File: src/rtl/core/rgbf_pkg.sv
// ----------------------------------------------------------------------------
// rgbf_pkg
// Shared types, constants and the gamma table for the rgb gamma fade controller.
// ----------------------------------------------------------------------------
package rgbf_pkg;

	localparam int GAMMA_ENTRIES = 256;
	localparam int PWM_BITS      = 16;
	localparam int LEVEL_W       = 8;
	localparam int DIV_W         = 13;
	localparam int DIV_STEPS     = LEVEL_W;
	localparam int CNT_W         = $clog2(DIV_STEPS);
	localparam int LANES         = 3;
	localparam int TIME_W        = 16;
	localparam int RECIP_W       = 17;
	localparam logic [RECIP_W-1:0] RECIP_TEN = 17'd52429;
	localparam int RECIP_SHIFT   = 19;
	localparam logic [LEVEL_W-2:0] STEP_MAX = 7'd127;
	localparam logic [LEVEL_W-1:0] PRESCALE_RESET = 8'd2;

	typedef enum logic [1:0] {
		CMD_SET  = 2'd0,
		CMD_FADE = 2'd1,
		CMD_TICK = 2'd2,
		CMD_NONE = 2'd3
	} cmd_t;

	typedef enum logic [1:0] {
		MODE_OFF  = 2'd0,
		MODE_IDLE = 2'd1,
		MODE_FADE = 2'd2
	} mode_t;

	typedef enum logic [1:0] {
		ST_IDLE,
		ST_EXEC,
		ST_DIV,
		ST_OUT
	} state_t;

	typedef struct packed {
		logic [1:0]         command;
		logic [LEVEL_W-1:0] red_in;
		logic [LEVEL_W-1:0] green_in;
		logic [LEVEL_W-1:0] blue_in;
		logic [TIME_W-1:0]  fade_time;
	} in_item_t;

	typedef struct packed {
		logic [PWM_BITS-1:0] pwm_red;
		logic [PWM_BITS-1:0] pwm_green;
		logic [PWM_BITS-1:0] pwm_blue;
		logic [1:0]          mode_out;
	} out_item_t;

	typedef struct packed {
		logic set;
		logic div_load;
		logic div_step;
		logic div_last;
		logic tick_apply;
		logic snap;
	} lane_ctrl_t;

	localparam logic [15:0] GAMMA_LUT [256] = '{
		16'd0, 16'd1, 16'd1, 16'd1, 16'd1, 16'd1, 16'd1, 16'd1, 16'd1, 16'd2, 16'd2,
		16'd2, 16'd2, 16'd2, 16'd2, 16'd2, 16'd2, 16'd2, 16'd2, 16'd2, 16'd2, 16'd3,
		16'd3, 16'd3, 16'd3, 16'd3, 16'd3, 16'd3, 16'd4, 16'd4, 16'd4, 16'd4, 16'd4,
		16'd4, 16'd5, 16'd5, 16'd5, 16'd5, 16'd5, 16'd6, 16'd6, 16'd6, 16'd6, 16'd7,
		16'd7, 16'd7, 16'd8, 16'd8, 16'd8, 16'd9, 16'd9, 16'd10, 16'd10, 16'd10,
		16'd11, 16'd11, 16'd12, 16'd12, 16'd13, 16'd13, 16'd14, 16'd15,
		16'd15, 16'd16, 16'd17, 16'd17, 16'd18, 16'd19, 16'd20, 16'd21, 16'd22,
		16'd23, 16'd24, 16'd25, 16'd26, 16'd27, 16'd28, 16'd29,
		16'd31, 16'd32, 16'd33, 16'd35, 16'd36, 16'd38, 16'd40, 16'd41, 16'd43,
		16'd45, 16'd47, 16'd49, 16'd52, 16'd54, 16'd56, 16'd59,
		16'd61, 16'd64, 16'd67, 16'd70, 16'd73, 16'd76, 16'd79, 16'd83, 16'd87,
		16'd91, 16'd95, 16'd99, 16'd103, 16'd108, 16'd112,
		16'd117, 16'd123, 16'd128, 16'd134, 16'd140, 16'd146, 16'd152, 16'd159,
		16'd166, 16'd173, 16'd181, 16'd189, 16'd197,
		16'd206, 16'd215, 16'd225, 16'd235, 16'd245, 16'd256, 16'd267, 16'd279,
		16'd292, 16'd304, 16'd318, 16'd332, 16'd347,
		16'd362, 16'd378, 16'd395, 16'd412, 16'd431, 16'd450, 16'd470, 16'd490,
		16'd512, 16'd535, 16'd558, 16'd583, 16'd609,
		16'd636, 16'd664, 16'd693, 16'd724, 16'd756, 16'd790, 16'd825, 16'd861,
		16'd899, 16'd939, 16'd981, 16'd1024, 16'd1069,
		16'd1117, 16'd1166, 16'd1218, 16'd1272, 16'd1328, 16'd1387, 16'd1448,
		16'd1512, 16'd1579, 16'd1649, 16'd1722,
		16'd1798, 16'd1878, 16'd1961, 16'd2048, 16'd2139, 16'd2233, 16'd2332,
		16'd2435, 16'd2543, 16'd2656, 16'd2773,
		16'd2896, 16'd3025, 16'd3158, 16'd3298, 16'd3444, 16'd3597, 16'd3756,
		16'd3922, 16'd4096, 16'd4277, 16'd4467,
		16'd4664, 16'd4871, 16'd5087, 16'd5312, 16'd5547, 16'd5793, 16'd6049,
		16'd6317, 16'd6596, 16'd6889, 16'd7194,
		16'd7512, 16'd7845, 16'd8192, 16'd8555, 16'd8933, 16'd9329, 16'd9742,
		16'd10173, 16'd10624, 16'd11094,
		16'd11585, 16'd12098, 16'd12634, 16'd13193, 16'd13777, 16'd14387,
		16'd15024, 16'd15689, 16'd16384,
		16'd17109, 16'd17867, 16'd18658, 16'd19484, 16'd20346, 16'd21247,
		16'd22188, 16'd23170, 16'd24196,
		16'd25267, 16'd26386, 16'd27554, 16'd28774, 16'd30048, 16'd31378,
		16'd32768, 16'd34218, 16'd35733,
		16'd37315, 16'd38967, 16'd40693, 16'd42494, 16'd44376, 16'd46340,
		16'd48392, 16'd50534, 16'd52772,
		16'd55108, 16'd57548, 16'd60096, 16'd62757, 16'd65535
	};

	function automatic logic [PWM_BITS-1:0] pwm_value(input logic [LEVEL_W-1:0] level);
		logic [LEVEL_W-1:0] idx;
		logic [15:0]        g;
		if (int'(level) > GAMMA_ENTRIES - 1) begin
			idx = LEVEL_W'(GAMMA_ENTRIES - 1);
		end else begin
			idx = level;
		end
		g = GAMMA_LUT[idx] >> (16 - PWM_BITS);
		return ~g[PWM_BITS-1:0];
	endfunction

endpackage

File: src/rtl/core/rgbf_lane.sv
// ----------------------------------------------------------------------------
// rgbf_lane
// One color channel: level, target, signed step, serial step divider and the
// per-tick move decision.
// ----------------------------------------------------------------------------
module rgbf_lane (
	input  logic                           clk,
	input  logic                           arst_n,
	input  rgbf_pkg::lane_ctrl_t           ctrl,
	input  logic [rgbf_pkg::LEVEL_W-1:0]   col,
	input  logic [rgbf_pkg::DIV_W-1:0]     divisor,
	output logic [rgbf_pkg::LEVEL_W-1:0]   level,
	output logic                           move
);
	import rgbf_pkg::*;

	logic [LEVEL_W-1:0]        cur_q;
	logic [LEVEL_W-1:0]        tgt_q;
	logic signed [LEVEL_W-1:0] step_q;
	logic                      neg_q;
	logic [LEVEL_W-1:0]        dvd_q;
	logic [DIV_W-1:0]          rem_q;

	logic [DIV_W:0]     rem_sh;
	logic               ge;
	logic [DIV_W:0]     rem_sub;
	logic [DIV_W-1:0]   rem_nx;
	logic [LEVEL_W-1:0] dvd_nx;
	logic [LEVEL_W-2:0] sat;
	logic [LEVEL_W-1:0] step_nx;
	logic [LEVEL_W-1:0] mag;
	logic [LEVEL_W-1:0] remain;
	logic [LEVEL_W-1:0] smag;

	// one quotient bit per cycle
	always_comb begin
		rem_sh  = {rem_q, dvd_q[LEVEL_W-1]};
		ge      = rem_sh >= {1'b0, divisor};
		rem_sub = rem_sh - {1'b0, divisor};
		rem_nx  = ge ? rem_sub[DIV_W-1:0] : rem_sh[DIV_W-1:0];
		dvd_nx  = {dvd_q[LEVEL_W-2:0], ge};
		sat     = dvd_nx[LEVEL_W-1] ? STEP_MAX : dvd_nx[LEVEL_W-2:0];
		step_nx = neg_q ? (LEVEL_W'(0) - {1'b0, sat}) : {1'b0, sat};
	end

	always_comb begin
		mag    = (col < cur_q) ? (cur_q - col) : (col - cur_q);
		remain = (tgt_q < cur_q) ? (cur_q - tgt_q) : (tgt_q - cur_q);
		smag   = step_q[LEVEL_W-1] ? (LEVEL_W'(0) - step_q) : step_q;
		move   = (smag != '0) && (remain > smag);
	end

	always_ff @(posedge clk or negedge arst_n) begin
		if (!arst_n) begin
			cur_q  <= '0;
			tgt_q  <= '0;
			step_q <= '0;
		end else begin
			if (ctrl.set) begin
				cur_q <= col;
			end else if (ctrl.tick_apply) begin
				if (ctrl.snap) begin
					cur_q <= tgt_q;
				end else if (move) begin
					cur_q <= cur_q + step_q;
				end
			end
			if (ctrl.div_load) begin
				tgt_q <= col;
			end
			if (ctrl.div_last) begin
				step_q <= step_nx;
			end
		end
	end

	always_ff @(posedge clk) begin
		if (ctrl.div_load) begin
			neg_q <= col < cur_q;
			dvd_q <= mag;
			rem_q <= '0;
		end else if (ctrl.div_step) begin
			dvd_q <= dvd_nx;
			rem_q <= rem_nx;
		end
	end

	assign level = cur_q;

endmodule

File: src/rtl/core/rgbf_merge.sv
// ----------------------------------------------------------------------------
// rgbf_merge
// Combines the lanes: any-moved flag for the fade tick and gamma-corrected,
// inverted pwm compare values for the result.
// ----------------------------------------------------------------------------
module rgbf_merge (
	input  logic [rgbf_pkg::LEVEL_W-1:0]  level [rgbf_pkg::LANES],
	input  logic [rgbf_pkg::LANES-1:0]    move,
	output logic                          moved_any,
	output logic [rgbf_pkg::PWM_BITS-1:0] pwm [rgbf_pkg::LANES]
);
	import rgbf_pkg::*;

	assign moved_any = |move;

	always_comb begin
		for (int i = 0; i < LANES; i++) begin
			pwm[i] = pwm_value(level[i]);
		end
	end

endmodule

File: src/rtl/core/rgb_gamma_fade_controller_top.sv
// ----------------------------------------------------------------------------
// rgb_gamma_fade_controller_top
// RGB LED fader: set, linear fade with per-channel serial step division,
// prescaled ticks, gamma-corrected inverted pwm results.
//
//   channel  signals                       transfer when
//   in       in_valid in_ready in_data     in_valid && in_ready
//   out      out_valid out_ready out_data  out_valid && out_ready
//   cfg      cfg_we cfg_wdata              cfg_we (tick_prescale)
//
// one item at a time; out_valid rises after the input transfer once the item
// has passed ST_EXEC and ST_OUT for set, tick and unused codes, and ST_EXEC,
// ST_DIV and ST_OUT for a fade, where the three lane dividers run in parallel
// in_ready is high only while no item is in progress
// a result waits in the output register; a stalled output holds the block
// arst_n clears levels, targets, steps, mode, tick count and prescale (to 2)
// ----------------------------------------------------------------------------
module rgb_gamma_fade_controller_top (
	input  logic                clk,
	input  logic                arst_n,
	input  logic                in_valid,
	output logic                in_ready,
	input  rgbf_pkg::in_item_t  in_data,
	output logic                out_valid,
	input  logic                out_ready,
	output rgbf_pkg::out_item_t out_data,
	input  logic                cfg_we,
	input  logic [7:0]          cfg_wdata
);
	import rgbf_pkg::*;

	state_t             state_q, state_nx;
	mode_t              mode_q;
	in_item_t           item_q;
	logic [LEVEL_W-1:0] prescale_q;
	logic [LEVEL_W-1:0] ovf_cnt_q;
	logic [DIV_W-1:0]   div_q;
	logic [CNT_W-1:0]   step_cnt_q;
	logic               out_valid_q;
	out_item_t          out_q;

	cmd_t                      cmd;
	lane_ctrl_t                ctrl;
	logic [LEVEL_W-1:0]        col [LANES];
	logic [LEVEL_W-1:0]        level [LANES];
	logic [LANES-1:0]          move;
	logic                      moved_any;
	logic [PWM_BITS-1:0]       pwm [LANES];
	logic [TIME_W+RECIP_W-1:0] prod;
	logic [DIV_W-1:0]          div_raw;
	logic [LEVEL_W:0]          ovf_next;
	logic                      fire;
	logic                      out_load;
	logic                      last_step;

	assign cmd    = cmd_t'(item_q.command);
	assign col[0] = item_q.red_in;
	assign col[1] = item_q.green_in;
	assign col[2] = item_q.blue_in;

	// fade_time / 10 by reciprocal, exact over 16 bits
	assign prod    = TIME_W'(item_q.fade_time) * RECIP_TEN;
	assign div_raw = DIV_W'(prod >> RECIP_SHIFT);

	assign ovf_next  = {1'b0, ovf_cnt_q} + (LEVEL_W+1)'(1);
	assign fire      = ovf_next >= {1'b0, prescale_q};
	assign last_step = step_cnt_q == CNT_W'(DIV_STEPS - 1);
	assign out_load  = !out_valid_q || out_ready;

	always_comb begin
		state_nx = state_q;
		case (state_q)
			ST_IDLE: begin
				if (in_valid) begin
					state_nx = ST_EXEC;
				end
			end
			ST_EXEC: begin
				state_nx = (cmd == CMD_FADE) ? ST_DIV : ST_OUT;
			end
			ST_DIV: begin
				if (last_step) begin
					state_nx = ST_OUT;
				end
			end
			ST_OUT: begin
				if (out_load) begin
					state_nx = ST_IDLE;
				end
			end
			default: state_nx = ST_IDLE;
		endcase
	end

	always_comb begin
		ctrl     = '0;
		in_ready = 1'b0;
		case (state_q)
			ST_IDLE: in_ready = 1'b1;
			ST_EXEC: begin
				ctrl.set        = cmd == CMD_SET;
				ctrl.div_load   = cmd == CMD_FADE;
				ctrl.tick_apply = (cmd == CMD_TICK) && fire && (mode_q == MODE_FADE);
				ctrl.snap       = !moved_any;
			end
			ST_DIV: begin
				ctrl.div_step = 1'b1;
				ctrl.div_last = last_step;
			end
			ST_OUT: ;
			default: ;
		endcase
	end

	for (genvar i = 0; i < LANES; i++) begin : g_lane
		rgbf_lane u_lane (
			.clk     (clk),
			.arst_n  (arst_n),
			.ctrl    (ctrl),
			.col     (col[i]),
			.divisor (div_q),
			.level   (level[i]),
			.move    (move[i])
		);
	end

	rgbf_merge u_merge (
		.level     (level),
		.move      (move),
		.moved_any (moved_any),
		.pwm       (pwm)
	);

	always_ff @(posedge clk or negedge arst_n) begin
		if (!arst_n) begin
			state_q     <= ST_IDLE;
			mode_q      <= MODE_OFF;
			prescale_q  <= PRESCALE_RESET;
			ovf_cnt_q   <= '0;
			step_cnt_q  <= '0;
			out_valid_q <= 1'b0;
		end else begin
			state_q <= state_nx;
			if (cfg_we) begin
				prescale_q <= cfg_wdata;
			end
			if (state_q == ST_EXEC) begin
				case (cmd)
					CMD_SET: mode_q <= MODE_IDLE;
					CMD_FADE: mode_q <= MODE_FADE;
					CMD_TICK: begin
						if (fire) begin
							ovf_cnt_q <= '0;
							if (mode_q == MODE_FADE && !moved_any) begin
								mode_q <= MODE_IDLE;
							end
						end else begin
							ovf_cnt_q <= ovf_next[LEVEL_W-1:0];
						end
					end
					default: ;
				endcase
			end
			if (state_q == ST_DIV) begin
				step_cnt_q <= last_step ? '0 : step_cnt_q + CNT_W'(1);
			end
			if (state_q == ST_OUT && out_load) begin
				out_valid_q <= 1'b1;
			end else if (out_ready) begin
				out_valid_q <= 1'b0;
			end
		end
	end

	always_ff @(posedge clk) begin
		if (in_valid && in_ready) begin
			item_q <= in_data;
		end
		if (state_q == ST_EXEC) begin
			div_q <= (div_raw == '0) ? DIV_W'(1) : div_raw;
		end
		if (state_q == ST_OUT && out_load) begin
			out_q.pwm_red   <= pwm[0];
			out_q.pwm_green <= pwm[1];
			out_q.pwm_blue  <= pwm[2];
			out_q.mode_out  <= mode_q;
		end
	end

	assign out_valid = out_valid_q;
	assign out_data  = out_q;

endmodule
File: config.mk
export PLATFORM = sky130hd
export DESIGN_NAME = rgb_gamma_fade_controller_top
export DESIGN_NICKNAME = d
export VERILOG_FILES = /design/src/rtl/core/rgbf_pkg.sv /design/src/rtl/core/rgbf_lane.sv /design/src/rtl/core/rgbf_merge.sv /design/src/rtl/core/rgb_gamma_fade_controller_top.sv
export SDC_FILE = /design/constraint.sdc
export NUM_CORES = 1
export LEC_CHECK = 0
export ABC_CLOCK_PERIOD_IN_PS = 16800
export BUFFER_PORTS_ARGS = -buffer_cell sky130_fd_sc_hd__buf_2
export CAP_MARGIN = 20
export CELL_PAD_IN_SITES_DETAIL_PLACEMENT = 0
export CELL_PAD_IN_SITES_GLOBAL_PLACEMENT = 1
export CORE_ASPECT_RATIO = 2
export CORE_MARGIN = 2
export CORE_UTILIZATION = 45
export CTS_CLUSTER_DIAMETER = 60
export DETAILED_ROUTE_END_ITERATION = 8
export PLACE_DENSITY_LB_ADDON = 0.1
export SLEW_MARGIN = 10
export SYNTH_ARGS = -nofsm -noshare
export SYNTH_HDL_FRONTEND = slang
export SYNTH_SLANG_ARGS = --single-unit
File: constraint.sdc
create_clock -name clk -period 16.8 [get_ports clk]
set_input_delay 0.84 -clock clk [delete_from_list [all_inputs] [get_ports clk]]
set_output_delay 0.84 -clock clk [all_outputs]
set_load 0.01 [all_outputs]
==> results summary <==
The run finished with clean final reports. The clock insertion delay at the later pin of the skew report came out at 0.57 ns. Dividing the detail-routed via count by the number of cells gives 6.00. The library cell used most frequently in the layout, excluding fill and tap cells, is sky130_fd_sc_hd__nand2_1. The number of warning messages in the yosys log came out at 0. The total of endpoints with negative setup slack in the final report is 0.

The number of nets produced by synthesis is 4,185. The worst endpoint required time came out at 17.20 ns. In the synthesized netlist the dominant register cell turns out to be sky130_fd_sc_hd__edfxtp_1. The critical path goes through ha_1 -> ha_1 -> inv_1 -> fa_1 -> inv_1 -> fa_1 -> fa_1 -> inv_1 -> fa_1 -> inv_1 -> ha_1 -> nand4_1 -> or4_1 -> o31a_1 -> o21a_4 -> o21bai_1 -> xor2_1 -> or4b_1 -> or4_1 -> o31ai_2. The wire length of the first global-routing pass is 157 mm.

In this run the cell area of the synthesized design comes to 0.0300 mm². The dominant delay contributor by cell family on the critical path is adder cells. The register bit total from synthesis is 267. The critical path is of the flip-flop to flip-flop type. The detailed router finished its first iteration with 1,627 violations. After clock tree synthesis, the clock-pin slew on the worst setup and hold paths is 0.06 ns. The total iterations of the first detailed-routing run is 7. The sum of net half-perimeters after detailed placement came out at 76.3 mm. The number of distinct library cell variants in the gate-level netlist after synthesis is 87. The proportion of layout cells with a drive suffix above 1 is 9.08%. Dividing the final minimum period by the clock period gives 39.5%. The number of rows created at floorplan came out at 133. The core area came out at 0.0657 mm².

The headroom to the max-slew limit came out at 26.6%. The category of the worst setup path capture point is a flip-flop. The number of post-CTS setup repair buffers came out at 0. The worst hold path belongs to the class primary input to asynchronous set/reset pin.

Clock tree synthesis inserted a total of 34 buffers. The die outline height is 369 µm. The via count is 27,300. The area of the die came out at 0.0688 mm². The maximum achievable frequency came out at 0.151 GHz.

The average footprint of a synthesized cell came out at 8.15 µm². At the pin with the least slew margin, the transition time is 1.09 ns. The routed design could run at a clock period as short as 6.64 ns. The global router's overall resource usage is 28.9%.

The number of nets in the final layout came out at 4,161. The number of buffers inserted by port buffering is 106. The floorplan step set the die width to 186 µm.

The number of remaining DRC errors came out at 0. The sequential share of the synthesized area is 23.9%. The number of global-route vias before repair was 28,100. The root buffer cell chosen for the clock tree is sky130_fd_sc_hd__clkbuf_16. The pin count of the biggest net entering global routing came out at 92. The count of buffer and inverter cells on the critical path came out at 4.

For the final database, setup skew stands at 0.0175 ns. From synthesis to final layout, the design area changed by 7.89%. The largest single stage delay on the critical path is 0.62 ns.

The arrival time at the worst endpoint came out at 7.04 ns. The final estimated routing congestion in global placement came out at 0.954. The max-slew violation count came out at 0.

Once the floorplan was initialized, standard cells occupied 45.6% of the core. The gate count after technology mapping came out at 3,678. The number of endpoints with negative hold slack in the final report was 0. The setup check on the worst reg-to-reg path leaves a slack of 10.16 ns. The leftover overflow at the end of global routing is 0. The share of the core filled with cells came out at 49.2%. In this run the remaining antenna-violating nets after routing total 0.

The maximum fanout count along the critical path came out at 5. The count of flip-flops with a built-in enable after synthesis is 132. The final layout contains routed wiring with a total length of 100 mm. The number of max-capacitance violations reported is 0. The number of antenna violations at the first check in global routing was 1.

Setup repair after global routing left no endpoint under its margin. TritonCTS built the clock tree. The top-level I/O count is 107.

On the critical path, the stage with the largest delay is an instance of sky130_fd_sc_hd__fa_1. The TritonCTS sink count came out at 267. The per-cell routed wire length is 22.0 µm. The final setup TNS is 0 ns. Counting along the longest clock path gives a buffer depth of 3.

Of all flip-flops after synthesis, the portion carrying an async set or reset was 36.0%. The worst setup path is launched from a flip-flop. The top cell types in the final layout, fill and taps aside, are sky130_fd_sc_hd__nand2_1, sky130_fd_sc_hd__ha_1, sky130_fd_sc_hd__o21ai_0. The number of buffers inserted for hold repair after clock tree synthesis is 0. Once the clock tree was built, the resizer swapped 0 gates to a different size. The H-tree generated during clock tree synthesis spans 2 levels.
==> cell usage after synthesis, drive strengths merged, types with 40 or more instances <==
cell type / count / area (µm²)
nand2: 372 / 1400
nand2b: 40 / 250
fa: 97 / 1940
ha: 355 / 4440
nand3: 73 / 365
nor3: 58 / 295
dfrtp: 95 / 2380
xor2: 45 / 394
clkbuf: 169 / 634
o211ai: 55 / 413
a211oi: 64 / 490
nor2: 245 / 920
mux2i: 92 / 921
inv: 346 / 1300
a21oi: 329 / 1680
a31oi: 50 / 313
a21o: 41 / 308
o21ai: 355 / 1780
buf: 43 / 193
xnor2: 85 / 744
edfxtp: 132 / 3960
mux2: 48 / 541
==> cell families (layout without fill, tap and decap cells) <==
group	after synthesis	count (layout)	share of synthesized area, %
and+or+nand+nor	969	969	14.7
xor gates and xnor gates	130	130	3.80
muxes	149	149	5.55
other	0	1	0
adders and majority gates	452	452	21.3
buffers and inverters	571	572	7.26
DFF	267	267	23.9
AOI/OAI and AO/OA	1140	1140	23.5
==> area by class of cell <==
cell class / instances / area (µm²)
Tap cell: 877 / 1100
Inverter: 359 / 1350
Antenna cell: 1 / 2.50
Multi-Input combinational cell: 2840 / 20700
Clock buffer: 38 / 940
Clock inverter: 23 / 231
Timing Repair Buffer: 152 / 878
Sequential cell: 267 / 7160
Fill cell: 6495 / 33400
==> path summary, 6_finish.rpt <==
| check | start | end | cells after the start |
|---|---|---|---|
| min | arst_n | prescale_q[0] | 1 |
| min reg2reg | mode_q[1] | out_data[1] | 0 |
| min in group clk | in_data[31] | col[15] | 1 |
| max reg2reg | item_q[11] | div_q[0] | 20 |
| max in group asynchronous | arst_n | g_lane[2].u_lane.level[5] | 2 |
| max | item_q[11] | div_q[0] | 20 |
==> per-stage QoR <==
step	instance area [µm²]	hold slack [ns]	instances	setup WS, ns
after CTS	32300	0.279	4556	10.15
after floorplan	30000	0.468	3678	10.61
after global placement	31100	0.487	4494	10.19
after global routing	32300	0.318	4556	9.84
after detailed placement	31100	0.491	4495	10.15
final	32300	0.286	4557	10.16
==> sequential cells by signal, summed over array words and instances, names as in the netlist <==
signal and flops:
item_q 16, col 24, g_lane.u_lane.dvd_q 24, out_valid 1
out_data 50, div_q 13, g_lane.u_lane.level 24, g_lane.u_lane.rem_q 39
g_lane.u_lane.neg_q 3, cmd 2, g_lane.u_lane.step_q 24, g_lane.u_lane.tgt_q 24
state_q 2, prescale_q 8, step_cnt_q 3, mode_q 2
ovf_cnt_q 8
==> metal layers <==
layer / vias up / global-route usage [%] / share of wire (%)
li1: 13100 / - / -
met5: - / 0 / 0
met4: 0 / 19.4 / 7.4
met3: 313 / 3.11 / 3.9
met1: 13100 / 29.5 / 36
met2: 858 / 55.0 / 53
Power is left out: the tool's default activity adds up to more than one toggle a clock period on the data nets, which glitch-free logic cannot reach.
